## config.mk

```make
export PLATFORM = sky130hd
export DESIGN_NAME = logger_mode_and_sample_timer
export DESIGN_NICKNAME = d
export VERILOG_FILES = /design/src/sv/lmst_pkg.sv /design/src/sv/lmst_core.sv /design/src/sv/lmst_out_reg.sv /design/src/sv/logger_mode_and_sample_timer.sv
export SDC_FILE = /design/constraint.sdc
export NUM_CORES = 1
export LEC_CHECK = 0
export ABC_AREA = 1
export BUFFER_PORTS_ARGS = -buffer_cell sky130_fd_sc_hd__buf_4
export CORE_ASPECT_RATIO = 1.1
export CORE_MARGIN = 1
export CORE_UTILIZATION = 35
export DETAILED_ROUTE_END_ITERATION = 10
export PLACE_DENSITY = 0.56
export SYNTH_ARGS = -nofsm -noshare
export SYNTH_HDL_FRONTEND = slang
export SYNTH_HIERARCHICAL = 1
export SYNTH_SLANG_ARGS = --single-unit
```

## constraint.sdc

```tcl
create_clock -name i_clk -period 2.2 [get_ports i_clk]
set_input_delay 0.22 -clock i_clk [delete_from_list [all_inputs] [get_ports i_clk]]
set_output_delay 0.22 -clock i_clk [all_outputs]
set_load 0.02 [all_outputs]
```

## src/sv/lmst_pkg.sv

```systemverilog
// Package for the logger mode and sample timer.
// Holds the payload structs, event and mode codes, register indexes and constants.
// No dependencies; every other file of the block imports it.
`timescale 1ns / 1ps

package lmst_pkg;

    localparam int unsigned CFG_IDX_W  = 3;
    localparam int unsigned CFG_DATA_W = 16;

    localparam logic [15:0] HOLD_STEP    = 16'd4;
    localparam logic [3:0]  ERR_MAX      = 4'd15;

    localparam logic [14:0] RST_SAMPLE_INTERVAL = 15'd600;
    localparam logic [15:0] RST_IDLE_LIMIT      = 16'd1600;
    localparam logic [7:0]  RST_WAIT_LIMIT      = 8'd30;
    localparam logic [15:0] RST_HOLD_RELOAD     = 16'd5000;
    localparam logic [7:0]  RST_STARTUP_WINDOW  = 8'd5;

    typedef enum logic [2:0] {
        OP_SEC_TICK   = 3'd0,
        OP_MS_TICK    = 3'd1,
        OP_RED_EDGE   = 3'd2,
        OP_GREEN_EDGE = 3'd3,
        OP_SAMPLE_DONE = 3'd4,
        OP_CFG_CMD    = 3'd5,
        OP_SENSOR_SILENT = 3'd6,
        OP_SENSOR_OK  = 3'd7
    } t_op;

    typedef enum logic [1:0] {
        MODE_STD = 2'd0,
        MODE_MTN = 2'd1,
        MODE_ECO = 2'd2,
        MODE_CFG = 2'd3
    } t_mode;

    typedef enum logic [CFG_IDX_W-1:0] {
        CFG_SAMPLE_INTERVAL = 3'd0,
        CFG_IDLE_LIMIT      = 3'd1,
        CFG_WAIT_LIMIT      = 3'd2,
        CFG_HOLD_RELOAD     = 3'd3,
        CFG_STARTUP_WINDOW  = 3'd4
    } t_cfg_idx;

    typedef struct packed {
        logic [2:0] op;
        logic       red_down;
        logic       green_down;
    } t_in_item;

    typedef struct packed {
        logic [1:0] mode_now;
        logic       sample_due;
        logic       read_gps;
        logic       store_sample;
        logic       sensor_waiting;
        logic [3:0] sensor_errors;
    } t_out_item;

    typedef struct packed {
        logic                  we;
        logic [CFG_IDX_W-1:0]  idx;
        logic [CFG_DATA_W-1:0] data;
    } t_cfg_wr;

endpackage

```

## src/sv/lmst_core.sv

```systemverilog
// State and event logic of the logger mode and sample timer.
// Holds the configuration registers and all timer state; computes one result per event.
// Depends on lmst_pkg.
`timescale 1ns / 1ps

module lmst_core
    import lmst_pkg::*;
(
    input  logic      i_clk,
    input  logic      i_rst_n,
    input  t_cfg_wr   i_cfg,
    input  logic      i_fire,
    input  t_in_item  i_item,
    output t_out_item o_result
);

    logic [14:0] r_sample_interval;
    logic [15:0] r_idle_limit;
    logic [7:0]  r_wait_limit;
    logic [15:0] r_hold_reload;

    t_mode       r_mode,       n_mode;
    logic [15:0] r_sample_cd,  n_sample_cd;
    logic        r_sample_flag, n_sample_flag;
    logic [15:0] r_idle_cd,    n_idle_cd;
    logic [7:0]  r_boot_cd,    n_boot_cd;
    logic [15:0] r_hold_cd,    n_hold_cd;
    logic        r_hold_armed, n_hold_armed;
    logic        r_red_latch,  n_red_latch;
    logic        r_green_latch, n_green_latch;
    logic        r_gps_skip,   n_gps_skip;
    logic        r_wait_flag,  n_wait_flag;
    logic [7:0]  r_wait_cd,    n_wait_cd;
    logic [3:0]  r_err_cnt,    n_err_cnt;
    logic        gps_out;
    logic        store_out;

    always_comb begin
        t_mode m;
        m             = r_mode;
        n_mode        = r_mode;
        n_sample_cd   = r_sample_cd;
        n_sample_flag = r_sample_flag;
        n_idle_cd     = r_idle_cd;
        n_boot_cd     = r_boot_cd;
        n_hold_cd     = r_hold_cd;
        n_hold_armed  = r_hold_armed;
        n_red_latch   = r_red_latch;
        n_green_latch = r_green_latch;
        n_gps_skip    = r_gps_skip;
        n_wait_flag   = r_wait_flag;
        n_wait_cd     = r_wait_cd;
        n_err_cnt     = r_err_cnt;
        gps_out       = 1'b0;
        store_out     = 1'b0;

        unique case (t_op'(i_item.op))
            OP_SEC_TICK: begin
                if (r_sample_cd != 16'd0) begin
                    n_sample_cd = r_sample_cd - 16'd1;
                    if (r_sample_cd == 16'd1) begin
                        n_sample_flag = 1'b1;
                    end
                end
                // Leaving config never comes from eco, so no sample reload here.
                if (r_mode == MODE_CFG && r_idle_cd != 16'd0) begin
                    n_idle_cd = r_idle_cd - 16'd1;
                    if (r_idle_cd == 16'd1) begin
                        n_mode = MODE_STD;
                    end
                end
                if (r_boot_cd != 8'd0) begin
                    n_boot_cd = r_boot_cd - 8'd1;
                end
                if (r_wait_flag) begin
                    if (r_wait_cd != 8'd0) begin
                        n_wait_cd = r_wait_cd - 8'd1;
                    end else begin
                        n_wait_flag = 1'b0;
                        if (r_err_cnt < ERR_MAX) begin
                            n_err_cnt = r_err_cnt + 4'd1;
                        end
                    end
                end
            end
            OP_MS_TICK: begin
                if (r_hold_armed) begin
                    if (r_hold_cd <= HOLD_STEP) begin
                        n_hold_cd = r_hold_reload;
                        // Red acts first; green then sees the mode red left.
                        if (i_item.red_down) begin
                            m = (m != MODE_MTN) ? MODE_MTN : MODE_STD;
                        end
                        if (i_item.green_down) begin
                            if (m != MODE_ECO) begin
                                m           = MODE_ECO;
                                n_sample_cd = {r_sample_interval, 1'b0};
                            end else begin
                                m           = MODE_STD;
                                n_sample_cd = {1'b0, r_sample_interval};
                            end
                        end
                        n_mode = m;
                    end else begin
                        n_hold_cd = r_hold_cd - HOLD_STEP;
                    end
                    if (r_boot_cd != 8'd0 && i_item.red_down) begin
                        n_mode    = MODE_CFG;
                        n_idle_cd = r_idle_limit;
                    end
                end
            end
            OP_RED_EDGE: begin
                if (!r_red_latch) begin
                    n_red_latch  = 1'b1;
                    n_hold_cd    = r_hold_reload;
                    n_hold_armed = 1'b1;
                end else begin
                    n_red_latch  = 1'b0;
                    n_hold_armed = 1'b0;
                end
            end
            OP_GREEN_EDGE: begin
                if (!r_green_latch) begin
                    n_green_latch = 1'b1;
                    n_hold_cd     = r_hold_reload;
                    n_hold_armed  = 1'b1;
                end else begin
                    n_green_latch = 1'b0;
                    n_hold_armed  = 1'b0;
                end
            end
            OP_SAMPLE_DONE: begin
                if (r_sample_flag) begin
                    if (r_mode == MODE_ECO) begin
                        gps_out     = ~r_gps_skip;
                        n_gps_skip  = ~r_gps_skip;
                        n_sample_cd = {r_sample_interval, 1'b0};
                    end else begin
                        gps_out     = 1'b1;
                        n_sample_cd = {1'b0, r_sample_interval};
                    end
                    store_out     = (r_mode != MODE_MTN);
                    n_err_cnt     = 4'd0;
                    n_sample_flag = 1'b0;
                end
            end
            OP_CFG_CMD: begin
                if (r_mode == MODE_CFG) begin
                    n_idle_cd = r_idle_limit;
                end
            end
            OP_SENSOR_SILENT: begin
                if (!r_wait_flag) begin
                    n_wait_flag = 1'b1;
                    n_wait_cd   = r_wait_limit;
                end
            end
            OP_SENSOR_OK: begin
                n_wait_flag = 1'b0;
                n_wait_cd   = 8'd0;
            end
            default: begin
            end
        endcase
    end

    assign o_result.mode_now       = n_mode;
    assign o_result.sample_due     = n_sample_flag;
    assign o_result.read_gps       = gps_out;
    assign o_result.store_sample   = store_out;
    assign o_result.sensor_waiting = n_wait_flag;
    assign o_result.sensor_errors  = n_err_cnt;

    always_ff @(posedge i_clk) begin
        if (!i_rst_n) begin
            r_sample_interval <= RST_SAMPLE_INTERVAL;
            r_idle_limit      <= RST_IDLE_LIMIT;
            r_wait_limit      <= RST_WAIT_LIMIT;
            r_hold_reload     <= RST_HOLD_RELOAD;
        end else if (i_cfg.we) begin
            unique case (i_cfg.idx)
                CFG_SAMPLE_INTERVAL: r_sample_interval <= i_cfg.data[14:0];
                CFG_IDLE_LIMIT:      r_idle_limit      <= i_cfg.data;
                CFG_WAIT_LIMIT:      r_wait_limit      <= i_cfg.data[7:0];
                CFG_HOLD_RELOAD:     r_hold_reload     <= i_cfg.data;
                default: begin
                end
            endcase
        end
    end

    always_ff @(posedge i_clk) begin
        if (!i_rst_n) begin
            r_mode        <= MODE_STD;
            r_sample_cd   <= {1'b0, RST_SAMPLE_INTERVAL};
            r_sample_flag <= 1'b0;
            r_idle_cd     <= RST_IDLE_LIMIT;
            r_boot_cd     <= RST_STARTUP_WINDOW;
            r_hold_cd     <= RST_HOLD_RELOAD;
            r_hold_armed  <= 1'b0;
            r_red_latch   <= 1'b0;
            r_green_latch <= 1'b0;
            r_gps_skip    <= 1'b0;
            r_wait_flag   <= 1'b0;
            r_wait_cd     <= 8'd0;
            r_err_cnt     <= 4'd0;
        end else begin
            if (i_fire) begin
                r_mode        <= n_mode;
                r_sample_cd   <= n_sample_cd;
                r_sample_flag <= n_sample_flag;
                r_idle_cd     <= n_idle_cd;
                r_hold_cd     <= n_hold_cd;
                r_hold_armed  <= n_hold_armed;
                r_red_latch   <= n_red_latch;
                r_green_latch <= n_green_latch;
                r_gps_skip    <= n_gps_skip;
                r_wait_flag   <= n_wait_flag;
                r_wait_cd     <= n_wait_cd;
                r_err_cnt     <= n_err_cnt;
            end
            // Writing the startup window also restarts the boot countdown.
            if (i_cfg.we && i_cfg.idx == CFG_STARTUP_WINDOW) begin
                r_boot_cd <= i_cfg.data[7:0];
            end else if (i_fire) begin
                r_boot_cd <= n_boot_cd;
            end
        end
    end

endmodule

```

## src/sv/lmst_out_reg.sv

```systemverilog
// Result register of the logger mode and sample timer.
// Holds one finished result and loads the next one as the current one leaves.
// Depends on lmst_pkg.
`timescale 1ns / 1ps

module lmst_out_reg
    import lmst_pkg::*;
(
    input  logic      i_clk,
    input  logic      i_rst_n,
    input  logic      i_load_valid,
    output logic      o_load_ready,
    input  t_out_item i_load_data,
    output logic      o_out_valid,
    input  logic      i_out_ready,
    output t_out_item o_out_data
);

    logic      r_valid;
    t_out_item r_data;

    assign o_load_ready = !r_valid || i_out_ready;
    assign o_out_valid  = r_valid;
    assign o_out_data   = r_data;

    always_ff @(posedge i_clk) begin
        if (!i_rst_n) begin
            r_valid <= 1'b0;
        end else if (o_load_ready) begin
            r_valid <= i_load_valid;
        end
    end

    always_ff @(posedge i_clk) begin
        if (o_load_ready && i_load_valid) begin
            r_data <= i_load_data;
        end
    end

endmodule

```

## src/sv/logger_mode_and_sample_timer.sv

```systemverilog
// Top level of the logger mode and sample timer.
// Input register, event core (lmst_core) and result register (lmst_out_reg).
// Depends on lmst_pkg, lmst_core and lmst_out_reg.
//
//  Channel  | Direction | Handshake                | Payload
//  ---------+-----------+--------------------------+--------------------------
//  in       | input     | i_in_valid / o_in_ready  | i_in_data  (t_in_item)
//  out      | output    | o_out_valid / i_out_ready| o_out_data (t_out_item)
//  cfg      | input     | i_cfg_we (no wait)       | i_cfg_idx, i_cfg_data
//
// Every event gives one result; its transaction passes through the input register
// and then the result register; the event core in between is combinational.
// One event is accepted per cycle unless the output stalls.
// A stalled output holds both stages, and the input takes a new transaction
// as soon as the result register frees a slot.
// Synchronous active-low reset restores non-data registers to documented values.
`timescale 1ns / 1ps

module logger_mode_and_sample_timer
    import lmst_pkg::*;
(
    input  logic                  i_clk,
    input  logic                  i_rst_n,
    input  logic                  i_in_valid,
    output logic                  o_in_ready,
    input  t_in_item              i_in_data,
    output logic                  o_out_valid,
    input  logic                  i_out_ready,
    output t_out_item             o_out_data,
    input  logic                  i_cfg_we,
    input  logic [CFG_IDX_W-1:0]  i_cfg_idx,
    input  logic [CFG_DATA_W-1:0] i_cfg_data
);

    logic      r_in_valid;
    t_in_item  r_in_data;
    logic      load_ready;
    logic      advance;
    t_out_item core_result;
    t_cfg_wr   cfg_wr;

    assign advance    = r_in_valid && load_ready;
    assign o_in_ready = !r_in_valid || load_ready;

    assign cfg_wr.we   = i_cfg_we;
    assign cfg_wr.idx  = i_cfg_idx;
    assign cfg_wr.data = i_cfg_data;

    always_ff @(posedge i_clk) begin
        if (!i_rst_n) begin
            r_in_valid <= 1'b0;
        end else if (o_in_ready) begin
            r_in_valid <= i_in_valid;
        end
    end

    always_ff @(posedge i_clk) begin
        if (o_in_ready && i_in_valid) begin
            r_in_data <= i_in_data;
        end
    end

    lmst_core u_core (
        .i_clk    (i_clk),
        .i_rst_n  (i_rst_n),
        .i_cfg    (cfg_wr),
        .i_fire   (advance),
        .i_item   (r_in_data),
        .o_result (core_result)
    );

    lmst_out_reg u_out_reg (
        .i_clk        (i_clk),
        .i_rst_n      (i_rst_n),
        .i_load_valid (r_in_valid),
        .o_load_ready (load_ready),
        .i_load_data  (core_result),
        .o_out_valid  (o_out_valid),
        .i_out_ready  (i_out_ready),
        .o_out_data   (o_out_data)
    );

    // A completed sample clears its own request and the error count.
    a_done_clears_request: assert property (@(posedge i_clk) disable iff (!i_rst_n)
        (o_out_valid && (o_out_data.read_gps || o_out_data.store_sample))
            |-> (!o_out_data.sample_due))
        else $error("sample done left the request pending");

    a_store_not_maint: assert property (@(posedge i_clk) disable iff (!i_rst_n)
        (o_out_valid && o_out_data.store_sample)
            |-> (o_out_data.mode_now != MODE_MTN && o_out_data.sensor_errors == 4'd0))
        else $error("sample stored in maintenance or with errors kept");

    // A full input stage behind a stalled result must hold off new transactions.
    a_stall_blocks_input: assert property (@(posedge i_clk) disable iff (!i_rst_n)
        (r_in_valid && o_out_valid && !i_out_ready) |-> !o_in_ready)
        else $error("input accepted while both stages are full and stalled");

    a_advance_fills_output: assert property (@(posedge i_clk) disable iff (!i_rst_n)
        advance |=> o_out_valid)
        else $error("advanced event did not reach the result register");

endmodule

```

### Word level (Yosys, flattened, before mapping)

Index checks and enable logic that the tools add are counted.

| cells by class | value |
|---|---|
| $add $sub $neg | 6 |
| $mul | 0 |
| divide/modulo/power cells | 0 |
| $lt $le $gt $ge | 2 |
| equality and inequality tests | 30 |
| shift operators | 0 |
| muxes and demuxes | 54 |
| bitwise logic cells | 1 |
| reduce and logical (&&, ||, !) cells | 37 |

Operators by type and width:

| cell | count |
|---|---|
| $mux 16 | 15 |
| $pmux 16 s3 | 3 |
| $mux 8 | 7 |
| $eq 16x1->1 const B | 2 |
| $reduce_bool 16->1 | 2 |
| $sub 16x1->16 const B | 2 |
| $pmux 8 s3 | 1 |
| $mux 2 | 11 |
| $ne 2x1->1 const B | 10 |
| $le 16x3->1 const B | 1 |
| $mux 4 | 4 |
| $reduce_and 2->1 | 8 |
| $reduce_bool 8->1 | 2 |
| $sub 16x3->16 const B | 1 |
| $sub 8x1->8 const B | 2 |
| $eq 3x3->1 const B | 5 |
| $eq 3x2->1 const B | 4 |
| $reduce_bool 3->1 | 4 |
| $ne 2x2->1 const B | 5 |
| $reduce_and 5->1 | 2 |
| $mux 1 | 8 |
| $pmux 4 s2 | 1 |
| $reduce_bool 2->1 | 4 |
| $reduce_and 7->1 | 1 |
| 15 further kinds | 25 |

| word-level totals | value |
|---|---|
| register bits | 148 |
| latch bits | 0 |
| RAM bits | 0 |
| memory bits (read-only) | 0 |
| bits of input ports | 29 |
| output and inout bits | 12 |
| logic and storage cells | 158 |
| memories | 0 |

### Longest topological paths before layout

| logic depth | value |
|---|---|
| word-level depth | 13 |
| depth in mapped cells | 14 |
| mapped depth without buffers | 14 |

### Hierarchy

The synthesis kept the hierarchy.

By module, submodules not included:

| module | times used | cells each | area an instance (sq um) | seq. area each (sq um) |
|---|---|---|---|---|
| lmst_core | 1 | 1104 | 7260.7 | 2622.5 |
| lmst_out_reg | 1 | 17 | 351.6 | 320.3 |
| logger_mode_and_sample_timer | 1 | 14 | 209.0 | 170.2 |

### Worst setup path before layout

No wires, ideal clock.

| timing path | value |
|---|---|
| kind | flip-flop to flip-flop |
| from | register u_core.r_wait_cd[0] |
| to | register u_core.r_err_cnt[2] |
| library setup time | 0.115 ns |
| arrival | 1.576 ns |
| required time | 2.085 ns |
| setup slack | 0.509 ns |
| cell stages (with the launch flop) | 12 |
| path through | dfxtp_1 > inv_1 > ha_1 > inv_1 > nor2_1 > nand3_1 > nor2_1 > nand3_1 > o21ai_0 > a21oi_1 > o21ai_0 > inv_1 |

RTL lines:

| item | line | text |
|---|---|---|
| start: declaration | lmst_core.sv:33 | `logic [7:0] r_wait_cd, n_wait_cd;` |
| start signal: assignment | lmst_core.sv:220 | `r_wait_cd <= n_wait_cd;` |
| end signal: assignment | lmst_core.sv:221 | `r_err_cnt <= n_err_cnt;` |
| end: declaration | lmst_core.sv:34 | `logic [3:0] r_err_cnt, n_err_cnt;` |

### Worst setup path after layout

| timing path | value |
|---|---|
| from | register r_in_data[3] (netlist name) |
| to | register u_core.r_hold_cd[1] |

| on the way | value |
|---|---|
| cells in the longest elaborated chain, start to end | 3 |
| elaborated cells on any way between the ends | 9 |
| those cells by class | eq/ne (6); mux (1); reduce/logical (2) |

RTL lines:

| item | line | text |
|---|---|---|
| start: declaration | logger_mode_and_sample_timer.sv:36 | `t_in_item r_in_data;` |
| start signal: assignment | logger_mode_and_sample_timer.sv:59 | `r_in_data <= i_in_data;` |
| $eq 3x2->1 / $eq 3x1->1 (equally long branches) | lmst_core.sv:57 | `unique case (t_op'(i_item.op))` |
| $ne 2x2->1 (no source line), or another cell as far along | -- |  |
| $reduce_and 5->1 (no source line) | -- |  |
| end signal: assignment | lmst_core.sv:214 | `r_hold_cd <= n_hold_cd;` |
| end: declaration | lmst_core.sv:27 | `logic [15:0] r_hold_cd, n_hold_cd;` |

Several ways; a longest one is shown, not always the timed one.
A chain may end at the register's enable or synchronous reset.

==> reports/metrics.cfg <==
[setup_path]
max_stage_delay_ns=0.58
critPathSlowestCell=edfxtp_1
cp-start-kind=flop
crit_family=simple AND/OR/NAND/NOR gates
critical_path.cell_chain=nand2_1 > nor2_1 > nor2_1 > nand2_4 > inv_2 > nand2_4 > inv_2 > o21ai_1 > a21oi_1
arrival_ns=2.34
critPathCaptureType=flop
critPathRequiredTime_ns=2.56
path_class=reg -> reg
cp_num_buf_inv=2
crit_fanout=10

[clock_network]
cts_buffer_depth=2
htree_num_levels=4
cts_tree=built
root_buffer=clkbuf_16
clock_sinks=148
cts.clk_slew.worst_paths_ns=0.06
cts_buffers=17
clock_latency_ns=0.43

[yosys]
synth.area.top_cells=dfxtp_1 34%, nand2_1 11%, nor2_1 8.1%
avgSynthCellArea_sq_um=6.891
netlist_instances=1135
synth_ff_type=dfxtp_1
synth_edf_count=15
netlist_area_sq_mm=0.007821
ys_warn_count=6
ys_seq_area_share_pct=39.80
async_flop_share_pct=0
synth_top_area_share_pct=34.04
ys_seq_elements=148
synth.distinct_cells=47
yosys.area.top_type=dfxtp_1
syn_nets=1174

[placed_design]
dpl.cell_count=1458
place_hpwl_mm=15.20
port_buffers=40
pre_cts_slack_ns=0.1483
gp_congestion=0.9011

[sta]
tns_ns=0
fin_ws_ns=0.2107
period_share_pct=90.42
setup_viol=0
drv_slew=0
tightest_slew_ns=0.5879
period_needed_ns=1.989
grt_setup_unrepaired=false
hold_viol=0
fin_skew_ns=0.01163
max_freq_mhz=502.7
slew_headroom_pct=60.81

[floorplan]
fp.dieH_microns=158.8
ioPinCount=41
coreArea_sq_mm=0.02204
fp.dieArea_sq_mm=0.02295
num_rows=57
die_x_microns=144.5
initial_utilization_pct=35.49

[layout]
nNetsFinal=1227
area_delta_synth_final_pct=18.00
antennaDiodeCount=0
fin_cells=1495
postLayoutCoreUtil_pct=41.88
drive_above_1_share_pct=12.50

[global_routing]
grt_pass1_wl_mm=35.10
grt_overflow=0
antenna_found_initial=0
globalRouteTotalUtil_pct=19.75
grt_max_degree=89
grt_pass1_vias=6886

[drt]
wl_mm=21.49
viasPerCell=4.937
routedWlPerCell_microns=14.38
postRouteAntennaNets=0
drc_errors=0
drt-pass1-iter-count=5
num_vias=7381
drtIter0Drc=503

[power_and_ir_drop]
p_total_uw=6706
switchingPower_uw=1686
irDropWorstVdd_v=0.0005826
p_int_uw=5020
pwr-share-clk_pct=45.5
power_density_mw_per_mm2=726.6
p_sw_share_pct=25.14
p_leak_uw=0.003928
seq_power_share_pct=43.4
pwr-share-comb_pct=11.1

[run]
drv_cap=0

[min_path]
hp-class=in -> reg

[status]
outcome=complete, no violations

==> cell usage in the layout (no fill, tap or decap), types with 7 or more instances in the layout <==
cell type  synthesis  routed
nand2_1          228     227
edfxtp_1          15      15
dfxtp_1          133     133
a21oi_2            9       9
o21ai_1           13      13
ha_1              10      10
buf_4              8      63
o211ai_1          16      16
nand2_2           12      13
inv_2             13      13
xnor2_1            9       9
nor2_1           168     166
nor3_1            12      12
a21oi_1          104     104
xor2_1            15      15
inv_1            125     125
o22ai_1           12      12
clkbuf_16          0      17
a31oi_1            7       7
nand3_1           50      50
o21ai_0          100     100
==> layer usage <==
metal	routed length (microns)	track usage [%]	vias to the layer above
li1	-	-	3820
met1	10430	26.51	3378
met2	9688	30.83	146
met3	690	3.106	37
met4	684	8.947	0
met5	0	0	-
==> cells in the mapped netlist, types with 3 or more instances <==
library cell  count
o21ai_1          13
dfxtp_1         133
nand3_1          50
clkbuf_1         25
edfxtp_1         15
nor3_1           12
a21oi_1         104
xnor2_1           9
nand2_4           3
o21ai_0         100
nand4_1           6
inv_1           125
xor2_1           15
buf_4             8
o22ai_1          12
nor2_2            4
a31oi_1           7
nor2_1          168
o211ai_1         16
o2111ai_1         3
a22oi_1           3
ha_1             10
inv_2            13
a21oi_2           9
nand2_2          12
nand2_1         228
o31ai_1           4
==> cell families (layout without fill, tap and decap cells) <==
family                     count (synthesis)  after routing  synth area share (%)
DFF                                      148            148                 39.80
AOI/OAI and AO/OA                        283            283                 20.33
xor gates and xnor gates                  24             24                 2.688
and+or+nand+nor                          492            492                 26.43
adders and majority gates                 10             10                 1.600
buffers and inverters                    178            243                 9.151
==> cell type report <==
cell class / count / area, sq um
timing repair buffer: 72 / 603.1
clock buffer: 23 / 498.0
tap: 295 / 369.1
clock inverter: 8 / 120.1
inverter: 140 / 525.5
sequential: 148 / 3113
multi-input combinational: 809 / 4000
fill: 2290 / 12810
==> power by group through the flow <==
stage / registers, uW / clock network, uW / logic, uW
2_1_floorplan: 2950 / 0 / 483
3_3_place_gp: 2960 / 0 / 722
3_5_place_dp: 2960 / 0 / 724
4_1_cts: 2910 / 3110 / 735
5_1_grt: 2920 / 3240 / 833
6_report: 2910 / 3050 / 744
==> worst paths after layout <==
check,start,to,cells past startpoint,slack [ns]
worst max-delay path,r_in_data[3],u_core/r_hold_cd[1],9,0.21
worst min-delay path,i_cfg_data[15],u_core/r_idle_limit[15],3,0.03
worst max register to register,r_in_data[3],u_core/r_hold_cd[1],9,0.21
worst min register to register,u_core/r_hold_reload[14],u_core/r_hold_reload[14],2,0.45
==> per-stage QoR <==
stage               hold WS, ns  instance area [sq um]
floorplan                0.3189                   7821
global route            0.02997                   9229
global placement         0.3994                   8533
CTS                     0.01844                   9201
detailed placement       0.3995                   8533
finish                  0.02654                   9229
==> worst reg2reg max path: stages (launching register included) <==
cell      delay (ns)
edfxtp_1        0.58
nand2_1         0.29
nor2_1          0.08
nor2_1          0.19
nand2_4         0.15
inv_2           0.18
nand2_4         0.12
inv_2           0.14
o21ai_1         0.08
a21oi_1         0.13
==> registers in the layout (all words and copies together), names as in the netlist, 2 cells and up <==
signal and flops:
u_core/r_mode 2, u_core/r_hold_reload 16, u_core/r_wait_limit 8, u_core/r_idle_cd 16
u_core/r_hold_cd 16, u_core/r_sample_cd 16, u_out_reg/o_out_data 10, u_core/r_sample_interval 15
r_in_data 5, u_core/r_err_cnt 4, u_core/r_idle_limit 16, u_core/r_boot_cd 8
u_core/r_wait_cd 8
==> what timing repair did <==
| item | CTS | global route |
|---|---|---|
| hold endpoints to repair | 5 | 0 |
| setup buffers | 0 | 1 |
| setup endpoints to repair | 0 | 12 |
| gates resized for setup | 0 | 3 |
| hold buffers | 5 | 0 |
Power figures use the tool's default switching activity.
